--- config.mk ---
export PLATFORM = sky130hd
export DESIGN_NAME = scan_cluster_leg_classifier_core
export DESIGN_NICKNAME = d
export VERILOG_FILES = /design/src/rtl/sclc_pkg.sv /design/src/rtl/sclc_front.sv /design/src/rtl/sclc_queue.sv /design/src/rtl/sclc_back.sv /design/src/rtl/scan_cluster_leg_classifier_core.sv
export SDC_FILE = /design/constraint.sdc
export NUM_CORES = 2
export LEC_CHECK = 0
export BUFFER_PORTS_ARGS = -buffer_cell sky130_fd_sc_hd__buf_2
export CORE_MARGIN = 3
export CORE_UTILIZATION = 60
export DETAILED_ROUTE_END_ITERATION = 10
export PLACE_DENSITY = 0.77
export SLEW_MARGIN = 30
export SYNTH_ARGS = -nofsm -noshare
export SYNTH_HDL_FRONTEND = slang
export SYNTH_SLANG_ARGS = --single-unit
--- constraint.sdc ---
create_clock -name clk -period 28.8 [get_ports clk]
set_input_delay 1.44 -clock clk [delete_from_list [all_inputs] [get_ports clk]]
set_output_delay 1.44 -clock clk [all_outputs]
set_load 0.005 [all_outputs]
--- src/rtl/sclc_pkg.sv ---
// Shared types, constants and state encodings of the scan cluster leg classifier.
package sclc_pkg;

  localparam int MAX_HITS     = 1024;
  localparam int CNT_W        = $clog2(MAX_HITS + 1);
  localparam int SUM_W        = 16 + $clog2(MAX_HITS) + 1;
  localparam int DIV_W        = SUM_W + (SUM_W % 2);
  localparam int DIV_STEPS    = DIV_W / 2;
  localparam int STEP_W       = $clog2(DIV_STEPS);
  localparam int HIT_TOTAL_W  = 11;
  localparam int NUM_W        = 10;
  localparam int PCT_SCALE    = 100;
  localparam int QDEPTH       = 2;
  localparam int QPTR_W       = $clog2(QDEPTH);
  localparam int CFG_IDX_W    = 2;

  localparam logic [CFG_IDX_W-1:0] REG_GAP     = 2'd0;
  localparam logic [CFG_IDX_W-1:0] REG_SPAN_MIN = 2'd1;
  localparam logic [CFG_IDX_W-1:0] REG_SPAN_MAX = 2'd2;
  localparam logic [CFG_IDX_W-1:0] REG_MOV_MIN  = 2'd3;

  localparam logic [15:0] GAP_RESET      = 16'd200;
  localparam logic [15:0] SPAN_MIN_RESET = 16'd50;
  localparam logic [15:0] SPAN_MAX_RESET = 16'd250;
  localparam logic [6:0]  MOV_MIN_RESET  = 7'd75;

  localparam logic [STEP_W-1:0] PH_SQX  = STEP_W'(0);
  localparam logic [STEP_W-1:0] PH_SQY  = STEP_W'(1);
  localparam logic [STEP_W-1:0] PH_SQMN = STEP_W'(2);
  localparam logic [STEP_W-1:0] PH_SQMX = STEP_W'(3);
  localparam logic [STEP_W-1:0] PH_SPAN = STEP_W'(4);
  localparam logic [STEP_W-1:0] PH_LAST = STEP_W'(DIV_STEPS - 1);

  typedef struct packed {
    logic [15:0] gap_threshold_mm;
    logic [15:0] leg_span_min_mm;
    logic [15:0] leg_span_max_mm;
    logic [6:0]  moving_percent_min;
  } cfg_t;

  typedef struct packed {
    logic [SUM_W-1:0] sum_x;
    logic [SUM_W-1:0] sum_y;
    logic [CNT_W-1:0] count;
    logic [CNT_W-1:0] dyn;
    logic [15:0]      first_x;
    logic [15:0]      first_y;
    logic [15:0]      end_x;
    logic [15:0]      end_y;
    logic [NUM_W-1:0] num;
    logic             done;
  } rec_t;

  typedef struct packed {
    logic [15:0]            center_x;
    logic [15:0]            center_y;
    logic [HIT_TOTAL_W-1:0] hit_total;
    logic [6:0]             moving_percent;
    logic [32:0]            span_squared;
    logic                   is_leg;
    logic                   leg_moving;
    logic [NUM_W-1:0]       cluster_number;
    logic                   scan_done;
  } res_t;

  typedef enum logic [2:0] {
    F_IDLE,
    F_MUL_X,
    F_MUL_Y,
    F_MUL_T,
    F_DEC
  } front_state_t;

  typedef enum logic [1:0] {
    B_IDLE,
    B_RUN,
    B_FIN
  } back_state_t;

endpackage

--- src/rtl/sclc_front.sv ---
// Front end: takes hits, tests the gap, accumulates the open cluster, queues closed ones.
module sclc_front (
  input  logic                clk,
  input  logic                rst_n,
  input  sclc_pkg::cfg_t      cfg,
  input  logic                push,
  output logic                full,
  input  logic signed [15:0]  in_hit_x,
  input  logic signed [15:0]  in_hit_y,
  input  logic                in_hit_dynamic,
  input  logic                in_last_hit,
  output logic                q_push,
  input  logic                q_full,
  output sclc_pkg::rec_t      q_rec
);

  sclc_pkg::front_state_t state_r, state_nxt;

  logic [15:0] hx_r, hx_nxt, hy_r, hy_nxt;
  logic        hd_r, hd_nxt, hl_r, hl_nxt;
  logic [33:0] d2x_r, d2x_nxt, d2y_r, d2y_nxt;
  logic [31:0] thr2_r, thr2_nxt;
  logic [15:0] prev_x_r, prev_x_nxt, prev_y_r, prev_y_nxt;
  logic [15:0] first_x_r, first_x_nxt, first_y_r, first_y_nxt;
  logic [sclc_pkg::SUM_W-1:0] sum_x_r, sum_x_nxt, sum_y_r, sum_y_nxt;
  logic [sclc_pkg::CNT_W-1:0] count_r, count_nxt, dyn_r, dyn_nxt;
  logic [sclc_pkg::NUM_W-1:0] num_r, num_nxt;
  logic        open_r, open_nxt;

  logic signed [16:0] dx, dy, mul_a;
  logic signed [33:0] mul_p;
  logic [sclc_pkg::SUM_W-1:0] hx_ext, hy_ext;
  logic [sclc_pkg::CNT_W-1:0] hd_ext;
  logic        gap, clu_full, need_push, dec_go;

  assign dx = {hx_r[15], hx_r} - {prev_x_r[15], prev_x_r};
  assign dy = {hy_r[15], hy_r} - {prev_y_r[15], prev_y_r};

  always_comb begin
    case (state_r)
      sclc_pkg::F_MUL_X: mul_a = dx;
      sclc_pkg::F_MUL_Y: mul_a = dy;
      sclc_pkg::F_MUL_T: mul_a = {1'b0, cfg.gap_threshold_mm};
      default:           mul_a = '0;
    endcase
  end

  assign mul_p = mul_a * mul_a;

  assign hx_ext   = {{(sclc_pkg::SUM_W-16){hx_r[15]}}, hx_r};
  assign hy_ext   = {{(sclc_pkg::SUM_W-16){hy_r[15]}}, hy_r};
  assign hd_ext   = sclc_pkg::CNT_W'(hd_r);
  assign gap      = ({1'b0, d2x_r} + {1'b0, d2y_r}) > {3'b000, thr2_r};
  assign clu_full = count_r >= sclc_pkg::CNT_W'(sclc_pkg::MAX_HITS);
  assign need_push = open_r ? (hl_r || gap || clu_full) : hl_r;

  // next state
  always_comb begin
    state_nxt = state_r;
    unique case (state_r)
      sclc_pkg::F_IDLE:  if (push) state_nxt = sclc_pkg::F_MUL_X;
      sclc_pkg::F_MUL_X: state_nxt = sclc_pkg::F_MUL_Y;
      sclc_pkg::F_MUL_Y: state_nxt = sclc_pkg::F_MUL_T;
      sclc_pkg::F_MUL_T: state_nxt = sclc_pkg::F_DEC;
      sclc_pkg::F_DEC:   if (!(need_push && q_full)) state_nxt = sclc_pkg::F_IDLE;
    endcase
  end

  // outputs
  always_comb begin
    full   = 1'b1;
    dec_go = 1'b0;
    unique case (state_r)
      sclc_pkg::F_IDLE: full = 1'b0;
      sclc_pkg::F_DEC:  dec_go = !(need_push && q_full);
      default: ;
    endcase
    q_push = dec_go && need_push;
  end

  // datapath
  always_comb begin
    hx_nxt      = hx_r;
    hy_nxt      = hy_r;
    hd_nxt      = hd_r;
    hl_nxt      = hl_r;
    d2x_nxt     = d2x_r;
    d2y_nxt     = d2y_r;
    thr2_nxt    = thr2_r;
    prev_x_nxt  = prev_x_r;
    prev_y_nxt  = prev_y_r;
    first_x_nxt = first_x_r;
    first_y_nxt = first_y_r;
    sum_x_nxt   = sum_x_r;
    sum_y_nxt   = sum_y_r;
    count_nxt   = count_r;
    dyn_nxt     = dyn_r;
    num_nxt     = num_r;
    open_nxt    = open_r;

    q_rec.sum_x   = sum_x_r;
    q_rec.sum_y   = sum_y_r;
    q_rec.count   = count_r;
    q_rec.dyn     = dyn_r;
    q_rec.first_x = first_x_r;
    q_rec.first_y = first_y_r;
    q_rec.end_x   = prev_x_r;
    q_rec.end_y   = prev_y_r;
    q_rec.num     = num_r;
    q_rec.done    = 1'b0;

    if (state_r == sclc_pkg::F_IDLE && push) begin
      hx_nxt = in_hit_x;
      hy_nxt = in_hit_y;
      hd_nxt = in_hit_dynamic;
      hl_nxt = in_last_hit;
    end
    if (state_r == sclc_pkg::F_MUL_X) d2x_nxt  = mul_p;
    if (state_r == sclc_pkg::F_MUL_Y) d2y_nxt  = mul_p;
    if (state_r == sclc_pkg::F_MUL_T) thr2_nxt = mul_p[31:0];

    if (dec_go) begin
      prev_x_nxt = hx_r;
      prev_y_nxt = hy_r;
      if (!open_r) begin
        // start of scan
        first_x_nxt = hx_r;
        first_y_nxt = hy_r;
        sum_x_nxt   = hx_ext;
        sum_y_nxt   = hy_ext;
        count_nxt   = sclc_pkg::CNT_W'(1);
        dyn_nxt     = hd_ext;
        num_nxt     = '0;
        q_rec.sum_x   = hx_ext;
        q_rec.sum_y   = hy_ext;
        q_rec.count   = sclc_pkg::CNT_W'(1);
        q_rec.dyn     = hd_ext;
        q_rec.first_x = hx_r;
        q_rec.first_y = hy_r;
        q_rec.end_x   = hx_r;
        q_rec.end_y   = hy_r;
        q_rec.num     = '0;
        q_rec.done    = 1'b1;
        if (hl_r) begin
          num_nxt = sclc_pkg::NUM_W'(1);
        end else begin
          open_nxt = 1'b1;
        end
      end else if (hl_r) begin
        open_nxt   = 1'b0;
        num_nxt    = num_r + 1'b1;
        q_rec.done = 1'b1;
        if (!clu_full) begin
          q_rec.sum_x = sum_x_r + hx_ext;
          q_rec.sum_y = sum_y_r + hy_ext;
          q_rec.count = count_r + 1'b1;
          q_rec.dyn   = dyn_r + hd_ext;
          q_rec.end_x = hx_r;
          q_rec.end_y = hy_r;
        end
      end else if (gap || clu_full) begin
        num_nxt     = num_r + 1'b1;
        first_x_nxt = hx_r;
        first_y_nxt = hy_r;
        sum_x_nxt   = hx_ext;
        sum_y_nxt   = hy_ext;
        count_nxt   = sclc_pkg::CNT_W'(1);
        dyn_nxt     = hd_ext;
      end else begin
        sum_x_nxt = sum_x_r + hx_ext;
        sum_y_nxt = sum_y_r + hy_ext;
        count_nxt = count_r + 1'b1;
        dyn_nxt   = dyn_r + hd_ext;
      end
    end
  end

  always_ff @(posedge clk) begin
    if (!rst_n) begin
      state_r <= sclc_pkg::F_IDLE;
      open_r  <= 1'b0;
      num_r   <= '0;
    end else begin
      state_r <= state_nxt;
      open_r  <= open_nxt;
      num_r   <= num_nxt;
    end
  end

  always_ff @(posedge clk) begin
    hx_r      <= hx_nxt;
    hy_r      <= hy_nxt;
    hd_r      <= hd_nxt;
    hl_r      <= hl_nxt;
    d2x_r     <= d2x_nxt;
    d2y_r     <= d2y_nxt;
    thr2_r    <= thr2_nxt;
    prev_x_r  <= prev_x_nxt;
    prev_y_r  <= prev_y_nxt;
    first_x_r <= first_x_nxt;
    first_y_r <= first_y_nxt;
    sum_x_r   <= sum_x_nxt;
    sum_y_r   <= sum_y_nxt;
    count_r   <= count_nxt;
    dyn_r     <= dyn_nxt;
  end

endmodule

--- src/rtl/sclc_queue.sv ---
// Two-entry queue of closed cluster records between front and back end.
module sclc_queue (
  input  logic           clk,
  input  logic           rst_n,
  input  logic           push,
  output logic           full,
  input  sclc_pkg::rec_t din,
  input  logic           pop,
  output logic           empty,
  output sclc_pkg::rec_t dout
);

  sclc_pkg::rec_t mem_r [sclc_pkg::QDEPTH];
  logic [sclc_pkg::QPTR_W-1:0] wr_r, wr_nxt, rd_r, rd_nxt;
  logic [sclc_pkg::QPTR_W:0]   cnt_r, cnt_nxt;
  logic do_push, do_pop;

  assign full    = cnt_r == (sclc_pkg::QPTR_W+1)'(sclc_pkg::QDEPTH);
  assign empty   = cnt_r == '0;
  assign do_push = push && !full;
  assign do_pop  = pop && !empty;
  assign dout    = mem_r[rd_r];

  always_comb begin
    wr_nxt  = do_push ? wr_r + 1'b1 : wr_r;
    rd_nxt  = do_pop ? rd_r + 1'b1 : rd_r;
    cnt_nxt = cnt_r;
    if (do_push && !do_pop) cnt_nxt = cnt_r + 1'b1;
    if (!do_push && do_pop) cnt_nxt = cnt_r - 1'b1;
  end

  always_ff @(posedge clk) begin
    if (!rst_n) begin
      wr_r  <= '0;
      rd_r  <= '0;
      cnt_r <= '0;
    end else begin
      wr_r  <= wr_nxt;
      rd_r  <= rd_nxt;
      cnt_r <= cnt_nxt;
    end
  end

  always_ff @(posedge clk) begin
    if (do_push) mem_r[wr_r] <= din;
  end

endmodule

--- src/rtl/sclc_back.sv ---
// Back end: centroid and percentage division, span and leg tests, result register.
module sclc_back (
  input  logic           clk,
  input  logic           rst_n,
  input  sclc_pkg::cfg_t cfg,
  input  logic           q_empty,
  input  sclc_pkg::rec_t q_rec,
  output logic           q_pop,
  output logic           empty,
  input  logic           pop,
  output sclc_pkg::res_t res
);

  localparam int CW = sclc_pkg::CNT_W;
  localparam int DW = sclc_pkg::DIV_W;

  function automatic logic [CW+DW-1:0] div_step(input logic [CW-1:0] r,
                                                input logic [DW-1:0] q,
                                                input logic [CW-1:0] d);
    logic [CW:0] t;
    logic [CW:0] diff;
    logic        qb;
    t    = {r, q[DW-1]};
    diff = t - {1'b0, d};
    qb   = t >= {1'b0, d};
    return {(qb ? diff[CW-1:0] : t[CW-1:0]), q[DW-2:0], qb};
  endfunction

  sclc_pkg::back_state_t state_r, state_nxt;

  logic [sclc_pkg::STEP_W-1:0] step_r, step_nxt;
  logic [DW-1:0] qx_r, qx_nxt, qy_r, qy_nxt, qp_r, qp_nxt;
  logic [CW-1:0] rx_r, rx_nxt, ry_r, ry_nxt, rp_r, rp_nxt;
  logic [CW-1:0] div_r, div_nxt;
  logic          negx_r, negx_nxt, negy_r, negy_nxt;
  logic signed [16:0] sdx_r, sdx_nxt, sdy_r, sdy_nxt;
  logic [33:0]   sx2_r, sx2_nxt, sy2_r, sy2_nxt;
  logic [31:0]   mn2_r, mn2_nxt, mx2_r, mx2_nxt;
  logic [34:0]   span_r, span_nxt;
  logic [sclc_pkg::NUM_W-1:0] num_r, num_nxt;
  logic          done_r, done_nxt;
  sclc_pkg::res_t res_r, res_nxt;
  logic          ovalid_r, ovalid_nxt;

  logic signed [16:0] mul_a;
  logic signed [33:0] mul_p;
  logic [sclc_pkg::SUM_W-1:0] magx, magy;
  logic [CW+DW-1:0] sx1, sx2s, sy1, sy2s, sp1, sp2s;
  logic [DW-1:0] cx, cy;
  logic [6:0]    pct;
  logic          leg, load, finish, out_free;

  assign out_free = !ovalid_r || pop;

  always_comb begin
    case (step_r)
      sclc_pkg::PH_SQX:  mul_a = sdx_r;
      sclc_pkg::PH_SQY:  mul_a = sdy_r;
      sclc_pkg::PH_SQMN: mul_a = {1'b0, cfg.leg_span_min_mm};
      sclc_pkg::PH_SQMX: mul_a = {1'b0, cfg.leg_span_max_mm};
      default:           mul_a = '0;
    endcase
  end

  assign mul_p = mul_a * mul_a;

  assign magx = q_rec.sum_x[sclc_pkg::SUM_W-1] ? (~q_rec.sum_x + 1'b1) : q_rec.sum_x;
  assign magy = q_rec.sum_y[sclc_pkg::SUM_W-1] ? (~q_rec.sum_y + 1'b1) : q_rec.sum_y;

  always_comb begin
    sx1  = div_step(rx_r, qx_r, div_r);
    sx2s = div_step(sx1[CW+DW-1:DW], sx1[DW-1:0], div_r);
    sy1  = div_step(ry_r, qy_r, div_r);
    sy2s = div_step(sy1[CW+DW-1:DW], sy1[DW-1:0], div_r);
    sp1  = div_step(rp_r, qp_r, div_r);
    sp2s = div_step(sp1[CW+DW-1:DW], sp1[DW-1:0], div_r);
  end

  assign cx  = negx_r ? (~qx_r + 1'b1) : qx_r;
  assign cy  = negy_r ? (~qy_r + 1'b1) : qy_r;
  assign pct = qp_r[6:0];
  assign leg = (span_r > {3'b000, mn2_r}) && (span_r < {3'b000, mx2_r});

  // next state
  always_comb begin
    state_nxt = state_r;
    unique case (state_r)
      sclc_pkg::B_IDLE: if (!q_empty) state_nxt = sclc_pkg::B_RUN;
      sclc_pkg::B_RUN:  if (step_r == sclc_pkg::PH_LAST) state_nxt = sclc_pkg::B_FIN;
      sclc_pkg::B_FIN:  if (out_free) state_nxt = sclc_pkg::B_IDLE;
    endcase
  end

  // outputs
  always_comb begin
    load   = 1'b0;
    finish = 1'b0;
    unique case (state_r)
      sclc_pkg::B_IDLE: load = !q_empty;
      sclc_pkg::B_FIN:  finish = out_free;
      default: ;
    endcase
    q_pop = load;
    empty = !ovalid_r;
    res   = res_r;
  end

  // datapath
  always_comb begin
    step_nxt = step_r;
    qx_nxt   = qx_r;
    qy_nxt   = qy_r;
    qp_nxt   = qp_r;
    rx_nxt   = rx_r;
    ry_nxt   = ry_r;
    rp_nxt   = rp_r;
    div_nxt  = div_r;
    negx_nxt = negx_r;
    negy_nxt = negy_r;
    sdx_nxt  = sdx_r;
    sdy_nxt  = sdy_r;
    sx2_nxt  = sx2_r;
    sy2_nxt  = sy2_r;
    mn2_nxt  = mn2_r;
    mx2_nxt  = mx2_r;
    span_nxt = span_r;
    num_nxt  = num_r;
    done_nxt = done_r;
    res_nxt  = res_r;
    ovalid_nxt = ovalid_r && !pop;

    if (load) begin
      step_nxt = '0;
      negx_nxt = q_rec.sum_x[sclc_pkg::SUM_W-1];
      negy_nxt = q_rec.sum_y[sclc_pkg::SUM_W-1];
      qx_nxt   = DW'(magx);
      qy_nxt   = DW'(magy);
      qp_nxt   = DW'(q_rec.dyn) * DW'(sclc_pkg::PCT_SCALE);
      rx_nxt   = '0;
      ry_nxt   = '0;
      rp_nxt   = '0;
      div_nxt  = q_rec.count;
      sdx_nxt  = {q_rec.first_x[15], q_rec.first_x} - {q_rec.end_x[15], q_rec.end_x};
      sdy_nxt  = {q_rec.first_y[15], q_rec.first_y} - {q_rec.end_y[15], q_rec.end_y};
      num_nxt  = q_rec.num;
      done_nxt = q_rec.done;
    end

    if (state_r == sclc_pkg::B_RUN) begin
      step_nxt = step_r + 1'b1;
      {rx_nxt, qx_nxt} = sx2s;
      {ry_nxt, qy_nxt} = sy2s;
      {rp_nxt, qp_nxt} = sp2s;
      case (step_r)
        sclc_pkg::PH_SQX:  sx2_nxt  = mul_p;
        sclc_pkg::PH_SQY:  sy2_nxt  = mul_p;
        sclc_pkg::PH_SQMN: mn2_nxt  = mul_p[31:0];
        sclc_pkg::PH_SQMX: mx2_nxt  = mul_p[31:0];
        sclc_pkg::PH_SPAN: span_nxt = {1'b0, sx2_r} + {1'b0, sy2_r};
        default: ;
      endcase
    end

    if (finish) begin
      ovalid_nxt             = 1'b1;
      res_nxt.center_x       = cx[15:0];
      res_nxt.center_y       = cy[15:0];
      res_nxt.hit_total      = sclc_pkg::HIT_TOTAL_W'(div_r);
      res_nxt.moving_percent = pct;
      res_nxt.span_squared   = span_r[32:0];
      res_nxt.is_leg         = leg;
      res_nxt.leg_moving     = leg && (pct >= cfg.moving_percent_min);
      res_nxt.cluster_number = num_r;
      res_nxt.scan_done      = done_r;
    end
  end

  always_ff @(posedge clk) begin
    if (!rst_n) begin
      state_r  <= sclc_pkg::B_IDLE;
      ovalid_r <= 1'b0;
    end else begin
      state_r  <= state_nxt;
      ovalid_r <= ovalid_nxt;
    end
  end

  always_ff @(posedge clk) begin
    step_r <= step_nxt;
    qx_r   <= qx_nxt;
    qy_r   <= qy_nxt;
    qp_r   <= qp_nxt;
    rx_r   <= rx_nxt;
    ry_r   <= ry_nxt;
    rp_r   <= rp_nxt;
    div_r  <= div_nxt;
    negx_r <= negx_nxt;
    negy_r <= negy_nxt;
    sdx_r  <= sdx_nxt;
    sdy_r  <= sdy_nxt;
    sx2_r  <= sx2_nxt;
    sy2_r  <= sy2_nxt;
    mn2_r  <= mn2_nxt;
    mx2_r  <= mx2_nxt;
    span_r <= span_nxt;
    num_r  <= num_nxt;
    done_r <= done_nxt;
    res_r  <= res_nxt;
  end

endmodule

--- src/rtl/scan_cluster_leg_classifier_core.sv ---
// Top level of the scan cluster leg classifier: configuration registers and the
// front end, queue and back end.
//
// Hits enter through a queue-style port (push/full) and closed clusters leave
// through another (empty/pop). The front end takes each hit in F_IDLE; then in
// F_MUL_X, F_MUL_Y and F_MUL_T a single shared 17x17 multiplier forms the two
// squared coordinate differences and the squared gap threshold before the gap
// decision in F_DEC, which waits while the queue is full. A closed cluster goes
// into a two-entry queue; the back end then runs a restoring divider retiring
// two quotient bits per cycle for both centroid coordinates and the dynamic
// percentage, while a second shared multiplier forms the span and the leg
// limits. The front end takes no new hit until it has decided on the last one,
// and the back end takes no new cluster until it has finished the last one. The
// result register lets the back end finish the next cluster while the current
// one waits to be popped. Configuration writes are always ready and should only
// be issued while the block is idle.
module scan_cluster_leg_classifier_core (
  input  logic                                 clk,
  input  logic                                 rst_n,
  input  logic                                 push,
  output logic                                 full,
  input  logic signed [15:0]                   in_hit_x,
  input  logic signed [15:0]                   in_hit_y,
  input  logic                                 in_hit_dynamic,
  input  logic                                 in_last_hit,
  output logic                                 empty,
  input  logic                                 pop,
  output logic signed [15:0]                   out_center_x,
  output logic signed [15:0]                   out_center_y,
  output logic [sclc_pkg::HIT_TOTAL_W-1:0]     out_hit_total,
  output logic [6:0]                           out_moving_percent,
  output logic [32:0]                          out_span_squared,
  output logic                                 out_is_leg,
  output logic                                 out_leg_moving,
  output logic [sclc_pkg::NUM_W-1:0]           out_cluster_number,
  output logic                                 out_scan_done,
  input  logic                                 valid,
  output logic                                 ready,
  input  logic [sclc_pkg::CFG_IDX_W-1:0]       cfg_index,
  input  logic [15:0]                          cfg_data
);

  sclc_pkg::cfg_t cfg_r, cfg_nxt;
  sclc_pkg::rec_t f_rec, q_rec;
  sclc_pkg::res_t res;
  logic q_push, q_full, q_pop, q_empty;

  assign ready = 1'b1;

  always_comb begin
    cfg_nxt = cfg_r;
    if (valid) begin
      unique case (cfg_index)
        sclc_pkg::REG_GAP:      cfg_nxt.gap_threshold_mm   = cfg_data;
        sclc_pkg::REG_SPAN_MIN: cfg_nxt.leg_span_min_mm    = cfg_data;
        sclc_pkg::REG_SPAN_MAX: cfg_nxt.leg_span_max_mm    = cfg_data;
        sclc_pkg::REG_MOV_MIN:  cfg_nxt.moving_percent_min = cfg_data[6:0];
      endcase
    end
  end

  always_ff @(posedge clk) begin
    if (!rst_n) begin
      cfg_r.gap_threshold_mm   <= sclc_pkg::GAP_RESET;
      cfg_r.leg_span_min_mm    <= sclc_pkg::SPAN_MIN_RESET;
      cfg_r.leg_span_max_mm    <= sclc_pkg::SPAN_MAX_RESET;
      cfg_r.moving_percent_min <= sclc_pkg::MOV_MIN_RESET;
    end else begin
      cfg_r <= cfg_nxt;
    end
  end

  sclc_front u_front (
    .clk            (clk),
    .rst_n          (rst_n),
    .cfg            (cfg_r),
    .push           (push),
    .full           (full),
    .in_hit_x       (in_hit_x),
    .in_hit_y       (in_hit_y),
    .in_hit_dynamic (in_hit_dynamic),
    .in_last_hit    (in_last_hit),
    .q_push         (q_push),
    .q_full         (q_full),
    .q_rec          (f_rec)
  );

  sclc_queue u_queue (
    .clk   (clk),
    .rst_n (rst_n),
    .push  (q_push),
    .full  (q_full),
    .din   (f_rec),
    .pop   (q_pop),
    .empty (q_empty),
    .dout  (q_rec)
  );

  sclc_back u_back (
    .clk     (clk),
    .rst_n   (rst_n),
    .cfg     (cfg_r),
    .q_empty (q_empty),
    .q_rec   (q_rec),
    .q_pop   (q_pop),
    .empty   (empty),
    .pop     (pop),
    .res     (res)
  );

  assign out_center_x       = res.center_x;
  assign out_center_y       = res.center_y;
  assign out_hit_total      = res.hit_total;
  assign out_moving_percent = res.moving_percent;
  assign out_span_squared   = res.span_squared;
  assign out_is_leg         = res.is_leg;
  assign out_leg_moving     = res.leg_moving;
  assign out_cluster_number = res.cluster_number;
  assign out_scan_done      = res.scan_done;

endmodule
==> summary.txt <==
status - finished, final reports clean
Hold Violations, Final - 0
Hold-fix buffers, CTS - 0
sequential share of power - 0.328
PortBufs - 154
Layout area overhead - 8.39%
clock slew at reported path FFs - 0.06 ns
max_cap viols - 0
slowest CP cell - a311oi_1
Nets - 8180
switch share - 0.383
Max-slew headroom - 0.333
Rows - 129
worst slew pin tran - 0.995 ns
number of global-route vias before repair - 51.9k
Distinct cells, synth - 87
FF-to-FF path depth - 34
routed via count - 51.2k
I/O Pins - 156
Hold WC Path Type - flop to flop
CORE AREA - 125000 µm²
initial antenna violation count - 23
Initial Util - 0.609
max incr delay on CP - 0.66 ns
Worst EP required - 29.27 ns
final setup fails - 0
Post-Route Setup TNS - 0 ns
Cells after Synth - 6861
Setup crit start kind - flop
total CTS buffers - 112
ANT nets after route - 0
synthesized area - 75900 µm²
final period utilization - 0.361
fraction of layout cells with a size suffix above 1 - 0.0813
Post-DP HPWL - 131 mm
drt first-iter violations - 4466
hold depth - 0
Tot Pwr - 0.00658 W
Leakage Power - 34.8 nW
Total GRT Usage - 0.271
DIE HEIGHT - 362 µm
Comb pwr share - 0.453
GRT Residual Overflow - 0
placed insts - 8514
final hold slack - 0.402 ns
CTS tree - yes
Avg WL per Cell - 20.1 µm
die area - 131000 µm²
min Tclk post-route - 10.40 ns
total routed wirelength - 176 mm
EDFF count, synth - 1011
mean post-synth cell area - 11.1 µm²
Critical Path Fanout Max - 13
reg2reg start - u_front.hx_r[0]$_DFFE_PP_
Max Freq - 0.0962 GHz
Setup Crit Path Kind - flop to flop
Crit. End Element - flop
Setup Fix Bufs, Post-CTS - 0
first-pass GRT wire length - 283 mm
H-tree depth - 3
Reg-to-Reg End - u_front.d2y_r[32]$_DFFE_PP_
Hold EP - u_back.res[1]$_DFFE_PP_
FFs w/ async S/R, synth - 0
RSZ-0062 raised after global routing - false
Post-Syn Nets - 8047
Die X - 362 µm
Clk Latency, worst-skew pair - 0.74 ns
Crit path arrival time - 10.87 ns
Clock power frac - 0.219
max-slew violation count - 0
maximum VDD drop - 0.0543 mV
R2R setup slack - 18.40 ns
cts repair resizes - 0
clk sink count - 1088
Power Internal - 0.00406 W
DR vias/cell - 5.86
Most used DFF post-synth - edfxtp_1
post-synthesis sequential area ratio - 0.420
GP Congestion - 0.974
total iterations of the first detailed-routing run - 8
CTS max path bufs - 3
CP Buf/Inv Count - 7
hold_sp - u_back.num_r[0]$_DFFE_PP_
Psw - 0.00252 W
Crit path max-delay family - adder cells
flops & latches, synth - 1088
Clock Root Buffer - clkbuf_16
DRC - 0
clk_skew - 0.0445 ns
PD cells - 80.0 nW/µm²
final std cells w/o fill - 8740
Synth warnings - 0
largest net degree at the start of global routing - 105
## layer usage
metal	vias up	global-route usage	wire (µm)
met1	25200	0.377	75200
met2	1744	0.442	82700
met4	2	0.0876	6080
met3	293	0.0399	12100
met5	-	0	12
li1	23900	-	-
## cells in the mapped netlist, types with 29 or more instances
cell	number	area share
ha_1	575	0.095
o21ai_0	299	0.020
inv_1	917	0.045
a21boi_0	64	0.0063
edfxtp_1	1011	0.40
nor2b_1	88	0.0072
and3_1	55	0.0045
nand4_1	38	0.0031
nor3_1	88	0.0058
o21a_1	56	0.0055
nor2_1	417	0.021
xnor2_1	241	0.028
dfxtp_1	77	0.020
nand3_1	100	0.0066
nand2b_1	54	0.0044
fa_1	554	0.15
and2_1	73	0.0060
or3_1	35	0.0029
a221o_1	29	0.0038
a21o_1	136	0.013
o211ai_1	44	0.0043
nand2_1	698	0.035
a21oi_1	269	0.018
mux2_2	127	0.019
clkbuf_1	154	0.0076
xor2_1	121	0.014
mux2i_1	126	0.017
## flip-flops by register name (all words and copies together) (netlist names), 28 cells and up, named ones only
signal          count
u_queue.mem_r     302
u_back.sx2_r       33
u_front.thr2_r     31
u_back.qp_r        28
u_back.res         96
u_back.span_r      35
u_back.qx_r        28
u_back.qy_r        28
u_front.d2y_r      33
cfg_r              55
u_back.sy2_r       33
u_back.mx2_r       31
u_front.d2x_r      33
u_back.mn2_r       31
## cell usage in the layout, fill, tap and decap left out, types with 22 or more instances in the layout
| cell type | instances |
|---|---|
| a211oi_1 | 23 |
| a21boi_0 | 64 |
| a21o_1 | 136 |
| a21oi_1 | 269 |
| a221o_1 | 29 |
| a22o_1 | 26 |
| a31oi_1 | 27 |
| and2_1 | 72 |
| and3_1 | 55 |
| buf_2 | 154 |
| buf_4 | 55 |
| clkbuf_1 | 28 |
| clkbuf_16 | 113 |
| clkinv_1 | 26 |
| dfxtp_1 | 76 |
| edfxtp_1 | 1011 |
| fa_1 | 553 |
| ha_1 | 574 |
| inv_1 | 914 |
| mux2_2 | 127 |
| mux2i_1 | 126 |
| nand2_1 | 698 |
| nand2b_1 | 53 |
| nand3_1 | 100 |
| nand4_1 | 38 |
| nor2_1 | 410 |
| nor2b_1 | 87 |
| nor3_1 | 87 |
| o211ai_1 | 44 |
| o21a_1 | 56 |
| o21ai_0 | 299 |
| o21bai_1 | 22 |
| o31ai_1 | 25 |
| or3_1 | 35 |
| xnor2_1 | 241 |
| xor2_1 | 121 |
## how the worst max path moves through the flow
stage	to	depth (start not counted)	start	slack, ns
after floorplan	u_queue.mem_r[1][0]$_DFFE_PP_	20	u_front.d2y_r[3]$_DFFE_PP_	17.82
after global placement	u_front.d2x_r[32]$_DFFE_PP_	34	u_front.hx_r[0]$_DFFE_PP_	18.84
after detailed placement	u_front.d2x_r[32]$_DFFE_PP_	34	u_front.hx_r[0]$_DFFE_PP_	18.62
after CTS	u_front.d2y_r[32]$_DFFE_PP_	34	u_front.hx_r[0]$_DFFE_PP_	18.50
after global routing	u_front.d2y_r[32]$_DFFE_PP_	34	u_front.hx_r[0]$_DFFE_PP_	17.86
final	u_front.d2y_r[32]$_DFFE_PP_	34	u_front.hx_r[0]$_DFFE_PP_	18.40
## power groups by stage
stage / logic, W / clock network (W) / registers (W)
floorplan: 0.00221 / 0 / 0.00216
finish: 0.00298 / 0.00145 / 0.00216
global placement: 0.00283 / 0 / 0.00218
detailed placement: 0.00293 / 0 / 0.00219
global route: 0.00335 / 0.00153 / 0.00217
CTS: 0.00296 / 0.00147 / 0.00216
## through the flow
stage | cell area, µm² | util | setup WS, ns
3_3_place_gp | 78500 | 0.630 | 18.84
5_1_grt | 82300 | 0.660 | 17.86
4_1_cts | 82200 | 0.660 | 18.50
6_report | 82300 | 0.661 | 18.40
2_1_floorplan | 75900 | - | 17.82
3_5_place_dp | 78500 | 0.630 | 18.62
## final cells by class
type                       count  area (µm²)
clock inverter                64         707
sequential                  1088       31900
timing repair buffer         213        1260
clock buffer                 143        2960
fill                        9409       42300
multi-input combinational   4652       39900
antenna                       16        40.0
inverter                     927        3480
tap                         1637        2050
## logic make-up (layout without fill, tap and decap cells)
| logic type | after synthesis | in the layout | synth area share |
|---|---|---|---|
| AOI/OAI and AO/OA | 1170 | 1170 | 0.101 |
| xor gates and xnor gates | 362 | 362 | 0.0418 |
| adders and majority gates | 1129 | 1129 | 0.241 |
| buffers and inverters | 1121 | 1347 | 0.0561 |
| DFF | 1088 | 1088 | 0.420 |
| muxes | 253 | 253 | 0.0354 |
| other | 1 | 17 | 0.0000494 |
| and+or+nand+nor | 1737 | 1737 | 0.105 |
Note: power is estimated with default switching activity, not from simulation.
